## config.mk

```make
export PLATFORM = sky130hd
export DESIGN_NAME = ofir_scale
export DESIGN_NICKNAME = d
export VERILOG_FILES = /design/src/overlap_add_block_fir_top_assert.svh /design/src/ofir_pkg.sv /design/src/ofir_scale.sv
export SDC_FILE = /design/constraint.sdc
export NUM_CORES = 1
export LEC_CHECK = 0
export BUFFER_PORTS_ARGS = -buffer_cell sky130_fd_sc_hd__clkbuf_2
export CAP_MARGIN = 20
export CORE_ASPECT_RATIO = 0.75
export CORE_UTILIZATION = 57
export CTS_CLUSTER_DIAMETER = 80
export CTS_CLUSTER_SIZE = 28
export DETAILED_ROUTE_END_ITERATION = 8
export HOLD_SLACK_MARGIN = 0.08
export PLACE_DENSITY = 0.81
export SYNTH_ARGS = -nofsm -noshare
export SYNTH_HDL_FRONTEND = slang
export SYNTH_SLANG_ARGS = --single-unit
```

## constraint.sdc

```tcl
create_clock -name clock -period 3.53 [get_ports clock]
set_input_delay 0.5295 -clock clock [delete_from_list [all_inputs] [get_ports clock]]
set_output_delay 0.5295 -clock clock [all_outputs]
set_load 0.01 [all_outputs]
```

## src/overlap_add_block_fir_top_assert.svh

```systemverilog
// ----------------------------------------------------------------------------
// overlap-add block fir assertion macros
// concurrent checks for the block's top module, empty when ASSERT_OFF is set
// ----------------------------------------------------------------------------
`ifndef OVERLAP_ADD_BLOCK_FIR_TOP_ASSERT_SVH
`define OVERLAP_ADD_BLOCK_FIR_TOP_ASSERT_SVH

`ifndef ASSERT_OFF
// same-cycle implication
`define OFIR_ASSERT_IMP(lbl, clk, rst, ante, cons) \
   lbl: assert property (@(posedge clk) disable iff (rst) (ante) |-> (cons)) \
      else $error("assertion failed: implication");
// next-cycle implication
`define OFIR_ASSERT_NEXT(lbl, clk, rst, ante, cons) \
   lbl: assert property (@(posedge clk) disable iff (rst) (ante) |=> (cons)) \
      else $error("assertion failed: next-cycle implication");
`else
`define OFIR_ASSERT_IMP(lbl, clk, rst, ante, cons)
`define OFIR_ASSERT_NEXT(lbl, clk, rst, ante, cons)
`endif

`endif

```

## src/ofir_pkg.sv

```systemverilog
// ----------------------------------------------------------------------------
// ofir_pkg
// shared widths, codes and control structs of the overlap-add block fir
// ----------------------------------------------------------------------------
package ofir_pkg;

   localparam int SAMPLE_W   = 16;
   localparam int TAPIDX_W   = 6;
   localparam int SHIFT_W    = 5;
   localparam int DIGIT_W    = 4;
   localparam int DIGITS     = SAMPLE_W / DIGIT_W;
   localparam int DCNT_W     = $clog2(DIGITS);
   localparam int PROD_W     = SAMPLE_W + DIGIT_W + 1;
   localparam int REQ_DATA_W = 40;

   localparam int FRAME_LEN_DEF = 64;
   localparam int TAP_COUNT_DEF = 64;
   localparam int ACC_WIDTH_DEF = 40;

   localparam logic [SHIFT_W-1:0] SHIFT_RESET = 5'd15;

   localparam logic [SAMPLE_W-1:0] SAT_POS = 16'h7fff;
   localparam logic [SAMPLE_W-1:0] SAT_NEG = 16'h8000;

   typedef enum logic {
      REQ_SAMPLE = 1'b0,
      REQ_TAP    = 1'b1
   } req_kind_type;

   typedef struct packed {
      logic clear;
      logic load;
   } mac_ctl_type;

   typedef struct packed {
      logic busy;
      logic last;
   } mac_sts_type;

   typedef struct packed {
      logic load;
   } scl_ctl_type;

   typedef struct packed {
      logic busy;
      logic done;
   } scl_sts_type;

endpackage

```

## src/ofir_scale.sv

```systemverilog
// ----------------------------------------------------------------------------
// ofir_scale
// bit-serial magnitude shift toward zero, then saturation to 16 bits
// ----------------------------------------------------------------------------
module ofir_scale #(
   parameter int ACC_WIDTH = ofir_pkg::ACC_WIDTH_DEF
) (
   input  logic                                clock,
   input  logic                                reset,
   input  ofir_pkg::scl_ctl_type               ctl,
   input  logic [ACC_WIDTH-1:0]                v,
   input  logic [ofir_pkg::SHIFT_W-1:0]        shift,
   output ofir_pkg::scl_sts_type               sts,
   output logic [ofir_pkg::SAMPLE_W-1:0]       res
);

   logic [ACC_WIDTH-1:0]            mag_ff;
   logic                            neg_ff;
   logic [ofir_pkg::SHIFT_W-1:0]    cnt_ff;
   logic                            busy_ff;
   logic                            done_ff;
   logic [ofir_pkg::SAMPLE_W-1:0]   res_ff;
   logic [ofir_pkg::SAMPLE_W-1:0]   sat;

   always_comb begin
      if (neg_ff) begin
         if (mag_ff > ACC_WIDTH'(32768)) begin
            sat = ofir_pkg::SAT_NEG;
         end else begin
            sat = -mag_ff[ofir_pkg::SAMPLE_W-1:0];
         end
      end else if (mag_ff > ACC_WIDTH'(32767)) begin
         sat = ofir_pkg::SAT_POS;
      end else begin
         sat = mag_ff[ofir_pkg::SAMPLE_W-1:0];
      end
   end

   always_ff @(posedge clock) begin
      if (reset) begin
         busy_ff <= 1'b0;
         done_ff <= 1'b0;
      end else begin
         done_ff <= !ctl.load && busy_ff && (cnt_ff == '0);
         if (ctl.load) begin
            busy_ff <= 1'b1;
         end else if (busy_ff && (cnt_ff == '0)) begin
            busy_ff <= 1'b0;
         end
      end
   end

   always_ff @(posedge clock) begin
      if (ctl.load) begin
         neg_ff <= v[ACC_WIDTH-1];
         mag_ff <= v[ACC_WIDTH-1] ? (~v + 1'b1) : v;
         cnt_ff <= shift;
      end else if (busy_ff) begin
         if (cnt_ff == '0) begin
            res_ff <= sat;
         end else begin
            mag_ff <= mag_ff >> 1;
            cnt_ff <= cnt_ff - 1'b1;
         end
      end
   end

   assign sts.busy = busy_ff;
   assign sts.done = done_ff;
   assign res      = res_ff;

endmodule

```

* Word-level counts from Yosys, hierarchy flattened
Index checks and enable logic that the tools add are counted.
** Storage, ports and cells
- Bits in registers :: 64
- Input bits :: 48
- Logic and storage cells :: 35
- Output and inout port bits :: 18
** Operators by class
- Eq/ne operators :: 1
- Muxes and demuxes :: 12
- Add/subtract/negate cells :: 3
- Reduce and logical (&&, ||, !) cells :: 9
- Bitwise logic cells :: 2
- $lt $le $gt $ge :: 2
** Operator list (number)
- 2-to-1 mux 40 bit :: 4
- 2-to-1 mux 16 bit :: 3
- adder 40 x 1 -> 40 bit (second input constant) :: 1
- greater-than comparator 40 x 15 -> 1 bit (second input constant) :: 1
- greater-than comparator 40 x 16 -> 1 bit (second input constant) :: 1
- NOT 40 bit :: 1
- negation 16 bit :: 1
- 2-to-1 mux 5 bit :: 3
- zero test 5 bit :: 1
- subtractor 5 x 1 -> 5 bit (second input constant) :: 1
- nonzero test 2 bit :: 2
- logical AND 1 bit :: 3
- AND reduction 3 bit :: 1
- 2-to-1 mux 1 bit :: 2
- != test 2 bit (second input constant) :: 1
- AND reduction 2 bit :: 1
- zero test 1 bit :: 1
- NOT 1 bit :: 1

* Depth between registers and ports, before layout
- Depth after elaboration :: 4
- Depth in mapped cells :: 8
- Depth with buffers taken out :: 7

* Worst setup path before layout
Ideal clock, no wire load.
- Path kind :: input to register
- From :: input v[27]
- To :: register mag_ff[38], data pin
- Library setup time :: 0.259 ns
- Arrival :: 2.479 ns
- Path buffers :: 1
- Stages on the path :: 6
- Setup slack :: 0.792 ns
- Data required time :: 3.271 ns
- Path through :: or4_4 or4_4 buf_6 or4_4 nor3b_1 o31a_1
** On the way
- Cells in the longest elaborated chain, start to end :: 4
** RTL lines
- from (decl) :: RTL line ofir_scale.sv:11 : input logic [ACC_WIDTH-1:0] v,
- NOT 40 bit :: RTL line ofir_scale.sv:56 : mag_ff <= v[ACC_WIDTH-1] ? (~v + 1'b1) : v;
- adder 40 x 1 -> 40 bit :: RTL line ofir_scale.sv:56
- 2-to-1 mux 40 bit :: RTL line ofir_scale.sv:56
- 2-to-1 mux 40 bit :: RTL line ofir_scale.sv:54 : if (ctl.load) begin
- to (signal assigned) :: RTL line ofir_scale.sv:56
- to (signal assigned) :: RTL line ofir_scale.sv:62 : mag_ff <= mag_ff >> 1;
- to (decl) :: RTL line ofir_scale.sv:17 : logic [ACC_WIDTH-1:0] mag_ff;
Every way passes these cells.
A chain may end at the register's enable or synchronous reset.

* Worst setup path in the final report
- From :: register mag_ff[1]
- To :: register res_ff (netlist bit res[4]), data pin
** On the way
- Cells in the longest elaborated chain, start to end :: 3
- Elaborated cells between the ends (all ways) :: 6
- Classes of those cells :: 1 x add/sub; 2 x order compare; 3 x mux
** RTL lines
- greater-than comparator 40 x 15 -> 1 bit, or another cell as far along :: RTL line ofir_scale.sv:32 : end else if (mag_ff > ACC_WIDTH'(32767)) begin
- 2-to-1 mux 16 bit (on tied branches) :: RTL line ofir_scale.sv:32, ofir_scale.sv:27
- 2-to-1 mux 16 bit (*) :: RTL line ofir_scale.sv:26 : if (neg_ff) begin
- net sat, one bit :: RTL line ofir_scale.sv:23 : logic [ofir_pkg::SAMPLE_W-1:0] sat;
- to (signal assigned) :: RTL line ofir_scale.sv:60 : res_ff <= sat;
- to (decl) :: RTL line ofir_scale.sv:22 : logic [ofir_pkg::SAMPLE_W-1:0] res_ff;
Mark *: on every way through the listed nets, which the timed path passes. The rest lies on a longest branch.

==> impl_metrics.csv <==
group,metric,value,unit
placed_design,routabilityCongestion,0.8211,
setup_path,end_kind,"register",
setup_path,cp-start-kind,"register",
route,finalWirelength,8.882,mm
run_status,status,"complete, but fails checks",
synthesis,synth_top_area_cell,"edfxtp_1",
finish,drive_gt1_share,21.24,%
setup_path,crit_slowest_cell,"or3b_2",
synthesis,yosysUniqueCellTypes,45,
clocking,cts_buffers,9,
floorplan,fp-row-count,25,
route,wire_per_inst,16.24,µm
sta,hold_viol_final,0,
setup_path,max_stage_delay,480,ps
placed_design,hpwl,6.239,mm
power,clockPowerShare,30.6,%
global_routing,grt_max_degree,59,
setup_path,path_class,"register to register",
route,vias_per_cell,6.166,
global_routing,grt_pass1_vias,2973,
clocking,cts.hold.buffers_added,0,
global_routing,grt_first_pass_wirelength,14.70,mm
power,power_per_cell_area,407.0,nW/µm²
clocking,cts_tree,"built",
power,power.internal,0.001320,W
clocking,clockBufferDepth,2,
power,pwr-share-seq,54.7,%
floorplan,die_w,97.61,µm
floorplan,initial_utilization,60.35,%
clocking,clock_sinks,64,
synthesis,synthesis.nets,456,
clocking,cts_setup_buffers,0,
sta,worst_pin_slew,1062,ps
setup_path,required,3670,ps
floorplan,die-area,7194,µm²
run_status,violations,"design-rule violations",
route,drt-pass1-iter-count,8,
synthesis,ys_ff_latch,64,
setup_path,cp_max_fo,14,
clocking,clkTransAtPathRegs,60,ps
clocking,ctsHtreeMaxLevel,3,
synthesis,synth_ff_type,"edfxtp_1",
route,drtIter0Drc,305,
synthesis,async_reset_ff_share,0,%
sta,post-route-min-period,2577,ps
synthesis,yosys-top-cells-area,"edfxtp_1 48%, xor2_1 8.1%, a21oi_1 6.8%",
route,drtAntennaViolNets,0,
route,drc_errors,14,
sta,min_period_over_period,72.99,%
sta,timing.fmax,0.3881,GHz
sta,drv_slew,0,
sta,finClkSkew,7.211,ps
synthesis,synthesis.area,3907,µm²
floorplan,die_h,73.71,µm
finish,n_antenna_cell,0,
global_routing,antenna_found_initial,0,
sta,slew_headroom,28.54,%
power,vdd_drop_max,0.0002553,V
sta,holdWs,358.2,ps
sta,tns,0,ps
sta,finalSetupViolations,0,
worst_hold_path,min_path_type,"primary input to register",
run,drv_cap,0,
power,swShare,27.14,%
setup_path,crit_arrival,2720,ps
placed_design,io_buffer_count,65,
floorplan,core_area,6475,µm²
clocking,ctsResizeCount,0,
finish,syn_to_final_growth,13.90,%
clocking,root_buffer,"clkbuf_8",
synthesis,netlist_instances,404,
finish,finalNetCount,514,
power,p_sw,0.0004917,W
synthesis,synth_most_common_cell,"edfxtp_1",
synthesis,synth_warnings,0,
global_routing,grtUsageTotal,26.68,%
synthesis,yosysSeqAreaShare,48.67,%
setup_path,crit_chain,"inv_1 > ha_1 > or3b_2 > nor3_1 > buf_4 > a21boi_0 > o21a_1 > a311oi_1",
global_routing,grt.overflow.total,0,
synthesis,synth_top_area_share,47.65,%
clocking,clk_latency,350,ps
synthesis,synth_edf_count,62,
floorplan,ios,66,
synthesis,avgSynthCellArea,9.672,µm²
synthesis,synth_common_cells,"62 x edfxtp_1, 54 x nor2_1, 53 x a21oi_1",
power,power.leakage,1.633,nW
finish,final_util,68.73,%
sta,rsz0062_at_grt,"no",
route,vias,3373,
power,pwr-share-comb,14.7,%
[sequential cells by signal, indices dropped and copies added, names as in the netlist]
name,flops
neg_ff,1
cnt_ff,5
res,16
mag_ff,40
busy_ff,1
done_ff,1
[logic make-up after synthesis]
logic type / count (synthesis) / synth area share, %
AOI/OAI and AO/OA: 108 / 17.45
and+or+nand+nor: 150 / 19.21
xor gates and xnor gates: 39 / 8.742
DFF: 64 / 48.67
buffers and inverters: 36 / 3.842
adders and majority gates: 4 / 1.281
muxes: 3 / 0.8005
[worst paths after layout]
check	from	depth (start not counted)	end	slack, ps
setup / recovery	mag_ff[1]	8	res[4]	950
hold / removal	reset	2	busy_ff	360
setup reg to reg	mag_ff[1]	8	res[4]	950
hold reg to reg	mag_ff[20]	2	mag_ff[19]	600
[critical path, delay by kind of cell, from the launching register on]
kind                       cells  cell delay, ps
AOI/OAI and AO/OA              3             820
adders and majority gates      1             190
buffers and inverters          2             320
DFF                            1             410
and+or+nand+nor                2             640
[power by group through the flow]
stage | clock network, W | logic [W] | registers, W
final | 0.000555 | 0.000266 | 0.000991
after global routing | 0.000598 | 0.000301 | 0.000998
after CTS | 0.000562 | 0.000265 | 0.000988
after detailed placement | 0 | 0.000263 | 0.00100
after global placement | 0 | 0.000253 | 0.00100
after floorplan | 0 | 0.000186 | 0.000978
[metal layers]
metal | share of wire (%) | GRT usage [%] | routed length, µm
met1 | 48 | 37.86 | 4251
met2 | 44 | 39.87 | 3923
met3 | 6.6 | 7.517 | 586
met4 | 1.4 | 8.418 | 120
met5 | 0 | 0 | 0
[placed cells by master (no fill, tap or decap), types with 2 or more instances in the layout]
cell	n
or4_1	6
buf_4	6
nor4_1	12
a311oi_1	7
dfxtp_1	2
nand4_1	3
nor2b_1	2
nor2_1	54
nand3b_1	4
or3_1	4
clkbuf_8	11
clkinv_2	4
or2_2	4
nand3_1	12
a21oi_1	53
nor3_1	11
nand2_1	26
edfxtp_1	62
o31ai_1	12
a21o_1	2
xnor2_1	3
mux2i_1	2
inv_1	12
o21ai_0	11
or4_4	3
o41ai_1	13
ha_1	4
xor2_1	36
clkbuf_2	65
or3_2	3
[metrics by stage]
| stage | instances | total power [W] | setup WS [ps] | area [µm²] |
|---|---|---|---|---|
| 2_1_floorplan | 404 | 0.001164 | 791.5 | 3908 |
| 3_3_place_gp | 532 | 0.001252 | 713.9 | 4279 |
| 3_5_place_dp | 532 | 0.001267 | 667.8 | 4279 |
| 4_1_cts | 547 | 0.001816 | 943.5 | 4451 |
| 5_1_grt | 547 | 0.001897 | 714.5 | 4451 |
| 6_report | 547 | 0.001812 | 953.4 | 4451 |
[area by class of cell]
cell class / count / area, µm²
clock buffers: 11 / 151.4
well taps: 81 / 101.3
flip-flops and latches: 64 / 1902
inverters: 12 / 45.04
clock inverters: 4 / 20.02
fillers: 528 / 2024
repair buffers: 71 / 370.4
multi-input cells: 304 / 1861
No activity file was read; power rests on OpenSTA's default activity.
