<file path="src/overlap_add_block_fir_top_assert.svh">
// ----------------------------------------------------------------------------
// overlap-add block fir assertion macros
// concurrent checks for the block's top module, empty when ASSERT_OFF is set
// ----------------------------------------------------------------------------
`ifndef OVERLAP_ADD_BLOCK_FIR_TOP_ASSERT_SVH
`define OVERLAP_ADD_BLOCK_FIR_TOP_ASSERT_SVH

`ifndef ASSERT_OFF
// same-cycle implication
`define OFIR_ASSERT_IMP(lbl, clk, rst, ante, cons) \
   lbl: assert property (@(posedge clk) disable iff (rst) (ante) |-> (cons)) \
      else $error("assertion failed: implication");
// next-cycle implication
`define OFIR_ASSERT_NEXT(lbl, clk, rst, ante, cons) \
   lbl: assert property (@(posedge clk) disable iff (rst) (ante) |=> (cons)) \
      else $error("assertion failed: next-cycle implication");
`else
`define OFIR_ASSERT_IMP(lbl, clk, rst, ante, cons)
`define OFIR_ASSERT_NEXT(lbl, clk, rst, ante, cons)
`endif

`endif

</file>
<file path="src/ofir_pkg.sv">
// ----------------------------------------------------------------------------
// ofir_pkg
// shared widths, codes and control structs of the overlap-add block fir
// ----------------------------------------------------------------------------
package ofir_pkg;

   localparam int SAMPLE_W   = 16;
   localparam int TAPIDX_W   = 6;
   localparam int SHIFT_W    = 5;
   localparam int DIGIT_W    = 4;
   localparam int DIGITS     = SAMPLE_W / DIGIT_W;
   localparam int DCNT_W     = $clog2(DIGITS);
   localparam int PROD_W     = SAMPLE_W + DIGIT_W + 1;
   localparam int REQ_DATA_W = 40;

   localparam int FRAME_LEN_DEF = 64;
   localparam int TAP_COUNT_DEF = 64;
   localparam int ACC_WIDTH_DEF = 40;

   localparam logic [SHIFT_W-1:0] SHIFT_RESET = 5'd15;

   localparam logic [SAMPLE_W-1:0] SAT_POS = 16'h7fff;
   localparam logic [SAMPLE_W-1:0] SAT_NEG = 16'h8000;

   typedef enum logic {
      REQ_SAMPLE = 1'b0,
      REQ_TAP    = 1'b1
   } req_kind_type;

   typedef struct packed {
      logic clear;
      logic load;
   } mac_ctl_type;

   typedef struct packed {
      logic busy;
      logic last;
   } mac_sts_type;

   typedef struct packed {
      logic load;
   } scl_ctl_type;

   typedef struct packed {
      logic busy;
      logic done;
   } scl_sts_type;

endpackage

</file>
<file path="src/ofir_mac.sv">
// ----------------------------------------------------------------------------
// ofir_mac
// digit-serial multiply-accumulate, one 4-bit coefficient digit per cycle
// ----------------------------------------------------------------------------
module ofir_mac #(
   parameter int ACC_WIDTH = ofir_pkg::ACC_WIDTH_DEF
) (
   input  logic                                clock,
   input  logic                                reset,
   input  ofir_pkg::mac_ctl_type               ctl,
   input  logic signed [ofir_pkg::SAMPLE_W-1:0] x,
   input  logic        [ofir_pkg::SAMPLE_W-1:0] h,
   output ofir_pkg::mac_sts_type               sts,
   output logic        [ACC_WIDTH-1:0]          acc
);

   logic signed [ofir_pkg::SAMPLE_W-1:0] x_ff;
   logic [ofir_pkg::SAMPLE_W-1:0]        h_sr_ff;
   logic [ofir_pkg::DCNT_W-1:0]          cnt_ff;
   logic                                 busy_ff;
   logic [ACC_WIDTH-1:0]                 acc_ff;
   logic [ACC_WIDTH-1:0]                 acc_in;
   logic                                 last;
   logic signed [ofir_pkg::DIGIT_W:0]    dig;
   logic signed [ofir_pkg::PROD_W-1:0]   prod;
   logic [ACC_WIDTH-1:0]                 term;

   assign last = busy_ff && (cnt_ff == ofir_pkg::DCNT_W'(ofir_pkg::DIGITS - 1));

   // top digit carries the sign of the coefficient
   always_comb begin
      if (last) begin
         dig = {h_sr_ff[ofir_pkg::DIGIT_W-1], h_sr_ff[ofir_pkg::DIGIT_W-1:0]};
      end else begin
         dig = {1'b0, h_sr_ff[ofir_pkg::DIGIT_W-1:0]};
      end
      prod   = ofir_pkg::PROD_W'(x_ff) * ofir_pkg::PROD_W'(dig);
      term   = ACC_WIDTH'(prod) << (ofir_pkg::DIGIT_W * int'(cnt_ff));
      acc_in = acc_ff + term;
   end

   always_ff @(posedge clock) begin
      if (reset) begin
         busy_ff <= 1'b0;
         cnt_ff  <= '0;
      end else if (ctl.load) begin
         busy_ff <= 1'b1;
         cnt_ff  <= '0;
      end else if (busy_ff) begin
         cnt_ff <= cnt_ff + 1'b1;
         if (last) begin
            busy_ff <= 1'b0;
         end
      end
   end

   always_ff @(posedge clock) begin
      if (ctl.clear) begin
         acc_ff <= '0;
      end else if (busy_ff) begin
         acc_ff <= acc_in;
      end
      if (ctl.load) begin
         x_ff    <= x;
         h_sr_ff <= h;
      end else if (busy_ff) begin
         h_sr_ff <= h_sr_ff >> ofir_pkg::DIGIT_W;
      end
   end

   assign sts.busy = busy_ff;
   assign sts.last = last;
   assign acc      = acc_ff;

endmodule

</file>
<file path="config.mk">
export PLATFORM = sky130hd
export DESIGN_NAME = ofir_mac
export DESIGN_NICKNAME = d
export VERILOG_FILES = /design/src/overlap_add_block_fir_top_assert.svh /design/src/ofir_pkg.sv /design/src/ofir_mac.sv
export SDC_FILE = /design/constraint.sdc
export NUM_CORES = 1
export LEC_CHECK = 0
export BUFFER_PORTS_ARGS = -buffer_cell sky130_fd_sc_hd__buf_2
export CAP_MARGIN = 20
export CORE_MARGIN = 2
export CORE_UTILIZATION = 38
export CTS_BUF_LIST = sky130_fd_sc_hd__clkbuf_4
export CTS_CLUSTER_DIAMETER = 30
export DETAILED_ROUTE_END_ITERATION = 6
export SLEW_MARGIN = 5
export SYNTH_ARGS = -nofsm -noshare
export SYNTH_HDL_FRONTEND = slang
export SYNTH_SLANG_ARGS = --single-unit
</file>
<file path="constraint.sdc">
create_clock -name clock -period 17.7 [get_ports clock]
set_input_delay 0 -clock clock [delete_from_list [all_inputs] [get_ports clock]]
set_output_delay 0 -clock clock [all_outputs]
set_load 0.005 [all_outputs]
</file>
Word-level counts from Yosys, hierarchy flattened. Index checks and enable logic that the tools add are counted.

Word-level logic and storage cells: 19. Output and inout bits: 42. Register bits: 75.

Multipliers: 1. $add $sub $neg: 2. Shift operators: 1. Mux-type cells: 6. Reduce and logical (&&, ||, !) cells: 3. Eq/ne operators: 1.

Operators by type and width (number): 40-bit adder (1); 40-bit by 4-bit left shift with 40-bit output (1); 16-bit two-way mux (2); 16-bit by 5-bit multiplier with 21-bit output (1); 5-bit two-way mux (1); 1-bit two-way mux (3); 2-bit by 1-bit adder with 2-bit output, second input constant (1); 2-bit equality test, second input constant (1); 2-bit nonzero test (1); 2-bit OR reduction (1); 1-bit logical AND (1).

Depth between registers and ports, before layout.
Word-level depth: 6. Gate-level depth with buffers: 35. Mapped depth without buffers: 32.

Worst setup path before layout. Ideal clock, no wire load.

Kind: register -> register. Start point: register busy_ff. End point: register acc_ff[36], in the netlist acc[36]. Setup slack: 10.065 ns. Clock period less this slack: 7.635 ns. Data required time: 17.583 ns. Library setup time: 0.117 ns. Path buffers: 3. Arrival time: 7.519 ns. Stages on the path, launching flop included: 34. Cell sequence: dfxtp_1 > clkbuf_1 > inv_1 > clkbuf_1 > nor2_1 > nand2_1 > clkbuf_1 > nor2_1 > fa_1 > inv_1 > fa_1 > fa_1 > inv_1 > ha_1 > a21o_1 > a21oi_1 > o21bai_1 > a21oi_1 > o311ai_0 > a31oi_1 > o21ai_0 > mux2_2 > o21ai_0 > o21ai_0 > ha_1 > a21o_1 > a21o_1 > a21oi_1 > o21ai_0 > a221oi_1 > a21oi_1 > o21a_1 > o31a_1 > a22o_1.

Longest elaborated chain between the ends: 5.

RTL lines: start: declaration (RTL line ofir_mac.sv:20) `logic busy_ff;`; start signal: assignment (RTL line ofir_mac.sv:44) `busy_ff <= 1'b0;`; start signal: assignment (RTL line ofir_mac.sv:47) `busy_ff <= 1'b1;`; start signal: assignment (RTL line ofir_mac.sv:52) `busy_ff <= 1'b0;`; 1-bit logical AND (RTL line ofir_mac.sv:28) `assign last = busy_ff && (cnt_ff == ofir_pkg::DCNT_W'(ofir_pkg::DIGITS - 1));`; via last (RTL line ofir_mac.sv:23) `logic last;`; 5-bit two-way mux (RTL line ofir_mac.sv:32) `if (last) begin`; 16-bit by 5-bit multiplier with 21-bit output (RTL line ofir_mac.sv:37) `prod = ofir_pkg::PROD_W'(x_ff) * ofir_pkg::PROD_W'(dig);`; 40-bit by 4-bit left shift with 40-bit output (RTL line ofir_mac.sv:38) `term = ACC_WIDTH'(prod) << (ofir_pkg::DIGIT_W * int'(cnt_ff));`; 40-bit adder (RTL line ofir_mac.sv:39) `acc_in = acc_ff + term;`; end signal: assignment (RTL line ofir_mac.sv:61) `acc_ff <= acc_in;`; end: declaration (RTL line ofir_mac.sv:21) `logic [ACC_WIDTH-1:0] acc_ff;`.

The timed path passes the listed nets, and every way through them passes these cells. A chain may end at the register's enable or synchronous reset.

Worst setup path after layout.
Start point: register busy_ff. End point: register acc_ff[36], in the netlist acc[36].

Longest elaborated chain between the ends: 5.

RTL lines (RTL line): 1-bit logical AND (ofir_mac.sv:28); 5-bit two-way mux (ofir_mac.sv:32); 16-bit by 5-bit multiplier with 21-bit output (ofir_mac.sv:37); 40-bit by 4-bit left shift with 40-bit output (ofir_mac.sv:38); 40-bit adder (ofir_mac.sv:39).

Parallel ways exist; a longest one is shown, timed or not.

==> results by stage <==
Worst setup path:
- In this run the critical register-to-register path is captured at acc[36].
- The category of the critical setup timing path is reg -> reg.
- The worst setup path startpoint is busy_ff.
- The setup slack of the worst register-to-register path is 8.64 ns.
- The startpoint identified for the worst register-to-register timing path is busy_ff.
- STA classifies the critical path startpoint as a flip-flop.
- The number of cells on the worst reg-to-reg path is 31.
- STA puts the critical path data required time at 18.09 ns.
- Among all stages on the critical path, the largest delay is contributed by fa_1.
- The signal arrival time at the worst endpoint is 9.45 ns.
- The critical path capture point type is a flip-flop.
- In this run the worst path has a maximum fanout of 44.
- The delay of the slowest cell on the worst path is 0.55 ns.

Cells and area:
- At the end of the flow the core is filled with cells to 0.4376.
- Of the cells placed in the final design, the portion with a size suffix greater than 1 is 0.1250.
- Relative to the synthesized area, the layout overhead comes to 13.79%.
- After the last flow step, the layout net total stands at 1192.

Synthesis:
- The synthesized netlist occupies a cell area of 8033 um^2.
- The number of different library cells used by synthesis comes to 66.
- The number of flops mapped to enable cells by yosys is 32.
- For this run, asynchronously set or reset flops after synthesis account for 0.
- A synthesized cell averages 8.610 um^2.
- The share of the yosys chip area belonging to registers is 0.2268.
- The most used flip-flop cell after synthesis is dfxtp_1.
- Counting every net in the synthesized netlist gives 1098.
- The most frequent cell after synthesis is inv_1.
- The synthesis warning total is 0.
- By count the netlist is led by 113 x inv_1, 93 x nor2_1, 78 x ha_1.
- By area the synthesized netlist is led by fa_1 13%, ha_1 12%, edfxtp_1 12%.
- The biggest area contributor in the post-synthesis netlist is fa_1.
- Synthesis produced 933 cells.
- The total of flip-flops plus latches after synthesis is 75.
- The area share of the largest cell type after synthesis is 0.1271.

Route:
- For this block, the via count after detailed routing is 6612.
- The first-pass detailed-route iteration total is 5.
- The final antenna-violating net count is 0.
- The detailed router's first-iteration violation count is 213.
- Dividing the detail-routed wire length by the instance count gives 13.99 um.
- The routed design has 18310 um of wire.
- In the routed layout, each cell is associated on average with a via count of 5.051.
- After detailed routing, the number of remaining DRC violations is 0.

GRT:
- Entering global routing, the biggest net connects 45 pins.
- After global routing the overflow that remains totals 0.
- The number of global-route vias before repair is 6467.
- The first global-routing pass estimated 30480 um of wire.
- The number of antenna violations at the first check in global routing is 1.
- The global-route usage over all layers is 0.1685.

Clocking:
- Counting the buffers created by CTS gives 9.
- The clock slew at the register clock pins of the worst setup and hold paths is 0.16 ns.
- Post-CTS timing repair inserted 0 buffers for setup.
- The number of H-tree branching levels is 3.
- The clock sink count is 75.
- TritonCTS built the clock tree.
- The clock latency of the later-clocked register in the worst-skew pair is 0.47 ns.
- In this run the deepest clock path goes through 2 buffers.
- The cell sitting at the root of the clock tree is a clkbuf_4.

Status:
- The flow ran to the end, and the final reports show no timing, DRC or antenna violations.

Min path:
- The beginning of the worst hold path is ctl[0].
- The end of the worst hold path is x_ff[1].
- The path class of the lowest-slack min-delay path is in -> reg.
- The instance count along the most critical hold path is 2.

STA:
- The final-report max-slew violation count is 0.
- Measured against its own limit, the worst slew margin works out to 0.4565.
- Setup violations remaining at the end of the flow were counted as 0.
- For the final routed database, the setup TNS stands at 0 ns.
- The minimum clock period after layout is 9.056 ns.
- Setup repair after global routing left no endpoint under its margin.
- Of the available clock period, the critical path in the final layout requires 0.5116.
- On the final layout, the worst clock skew is 0.02776 ns.
- The number of endpoints with negative hold slack in the final report came to 0.
- The maximum achievable frequency is 110.4 MHz.
- The slew at the pin closest to its max-slew limit is 0.8153 ns.

Die:
- The die is 149.4 um tall.
- The die covers 22320 um^2.
- The starting utilization of the core area is 0.3845.
- The core region area is 20890 um^2.
- The floorplan step set the die width to 149.4 um.
- The number of primary I/O pins is 78.
- After floorplanning, the core was divided into 53 placement rows.

Placement:
- At the end of routability-driven placement, the weighted congestion stood at 0.8112.
- The count of buffers inserted at the top-level ports is 77.
- The post-DP HPWL is 14210 um.

Power:
- For this design the ratio of total power to cell area is 165.9 nW/um^2.
- The maximum vdd ir drop is 0.06677 mV.
- The power consumption is 1.517 mW.
- The total leakage power is 4.287 nW.

Flow run:
- The number of maximum-capacitance constraint violations is 0.
-- worst max-delay path: cells and delay by family, from the launching register on --
family	cells	cell delay (ns)
and+or+nand+nor	3	1.10
muxes	1	0.28
AOI/OAI and AO/OA	18	3.99
adders and majority gates	5	2.41
buffers and inverters	4	0.87
DFF	1	0.34
-- area by class of cell --
type                       instances  area, um^2
tap                              275       344.1
clock inverter                     7       67.56
multi-input combinational        714        5663
antenna                            2       5.005
timing repair buffer             114       745.7
fill                            2122       11750
clock buffer                       9       67.56
sequential                        75        1823
inverter                         113       424.2
-- worst max-delay path by stage --
stage	end	slack [ns]	depth (start not counted)
6_report	acc[36]	8.64	31
3_3_place_gp	acc[36]	8.81	31
5_1_grt	acc[32]	7.98	30
2_1_floorplan	acc[36]	10.06	33
3_5_place_dp	acc[36]	8.61	31
4_1_cts	acc[32]	8.62	31
-- report_power, final --
part | total [mW] | switching (mW) | internal [mW]
logic | 1.15 | 0.658 | 0.488
clock network | 0.114 | 0.0715 | 0.0424
registers | 0.257 | 0.0379 | 0.219
-- placed cells by master, fill, tap and decap left out, drive strengths merged, types with 27 or more instances in the layout --
| cell type | count |
|---|---|
| o21ai | 41 |
| mux2i | 30 |
| inv | 114 |
| dlygate4sd3 | 33 |
| dfxtp | 43 |
| ha | 78 |
| buf | 81 |
| a21oi | 65 |
| xnor2 | 31 |
| fa | 51 |
| edfxtp | 32 |
| a21o | 27 |
| nand2 | 56 |
| nor2 | 93 |
| and2 | 73 |
-- registers in the layout, indices dropped and copies added (netlist names) --
signal,count
acc,40
busy_ff,1
cnt_ff,2
h_sr_ff,16
x_ff,16
-- cell families (layout without fill, tap and decap cells) --
group / Yosys count / in the layout / synth area share
xor gates and xnor gates: 47 / 47 / 0.05125
other: 0 / 2 / 0
DFF: 75 / 75 / 0.2268
adders and majority gates: 129 / 129 / 0.2486
buffers and inverters: 144 / 243 / 0.06822
muxes: 45 / 45 / 0.05841
and+or+nand+nor: 296 / 296 / 0.1846
AOI/OAI and AO/OA: 197 / 197 / 0.1622
-- repair_timing --
action	CTS	global route
hold buffers	33	0
endpoints found under the hold margin	35	0
resized for setup	0	0
-- per-layer routing --
layer  global-route usage  vias to the layer above  routed length [um]
li1                     -                     3373                   -
met1               0.2203                     3111                8573
met2               0.2904                      109                8807
met3              0.02538                       19                 666
met4              0.04476                        0                 260
met5                    0                        -                   0
-- per-stage QoR --
stage	worst slack (ns)	hold slack (ns)	instances	area [um^2]
finish	8.644	0.1020	1309	9140
global route	7.975	0.09757	1309	9140
CTS	8.625	0.09361	1307	9135
detailed placement	8.612	0.1782	1258	8670
global placement	8.811	0.1779	1258	8670
floorplan	10.06	0.07238	933	8033
Power figures use the tool's default switching activity.
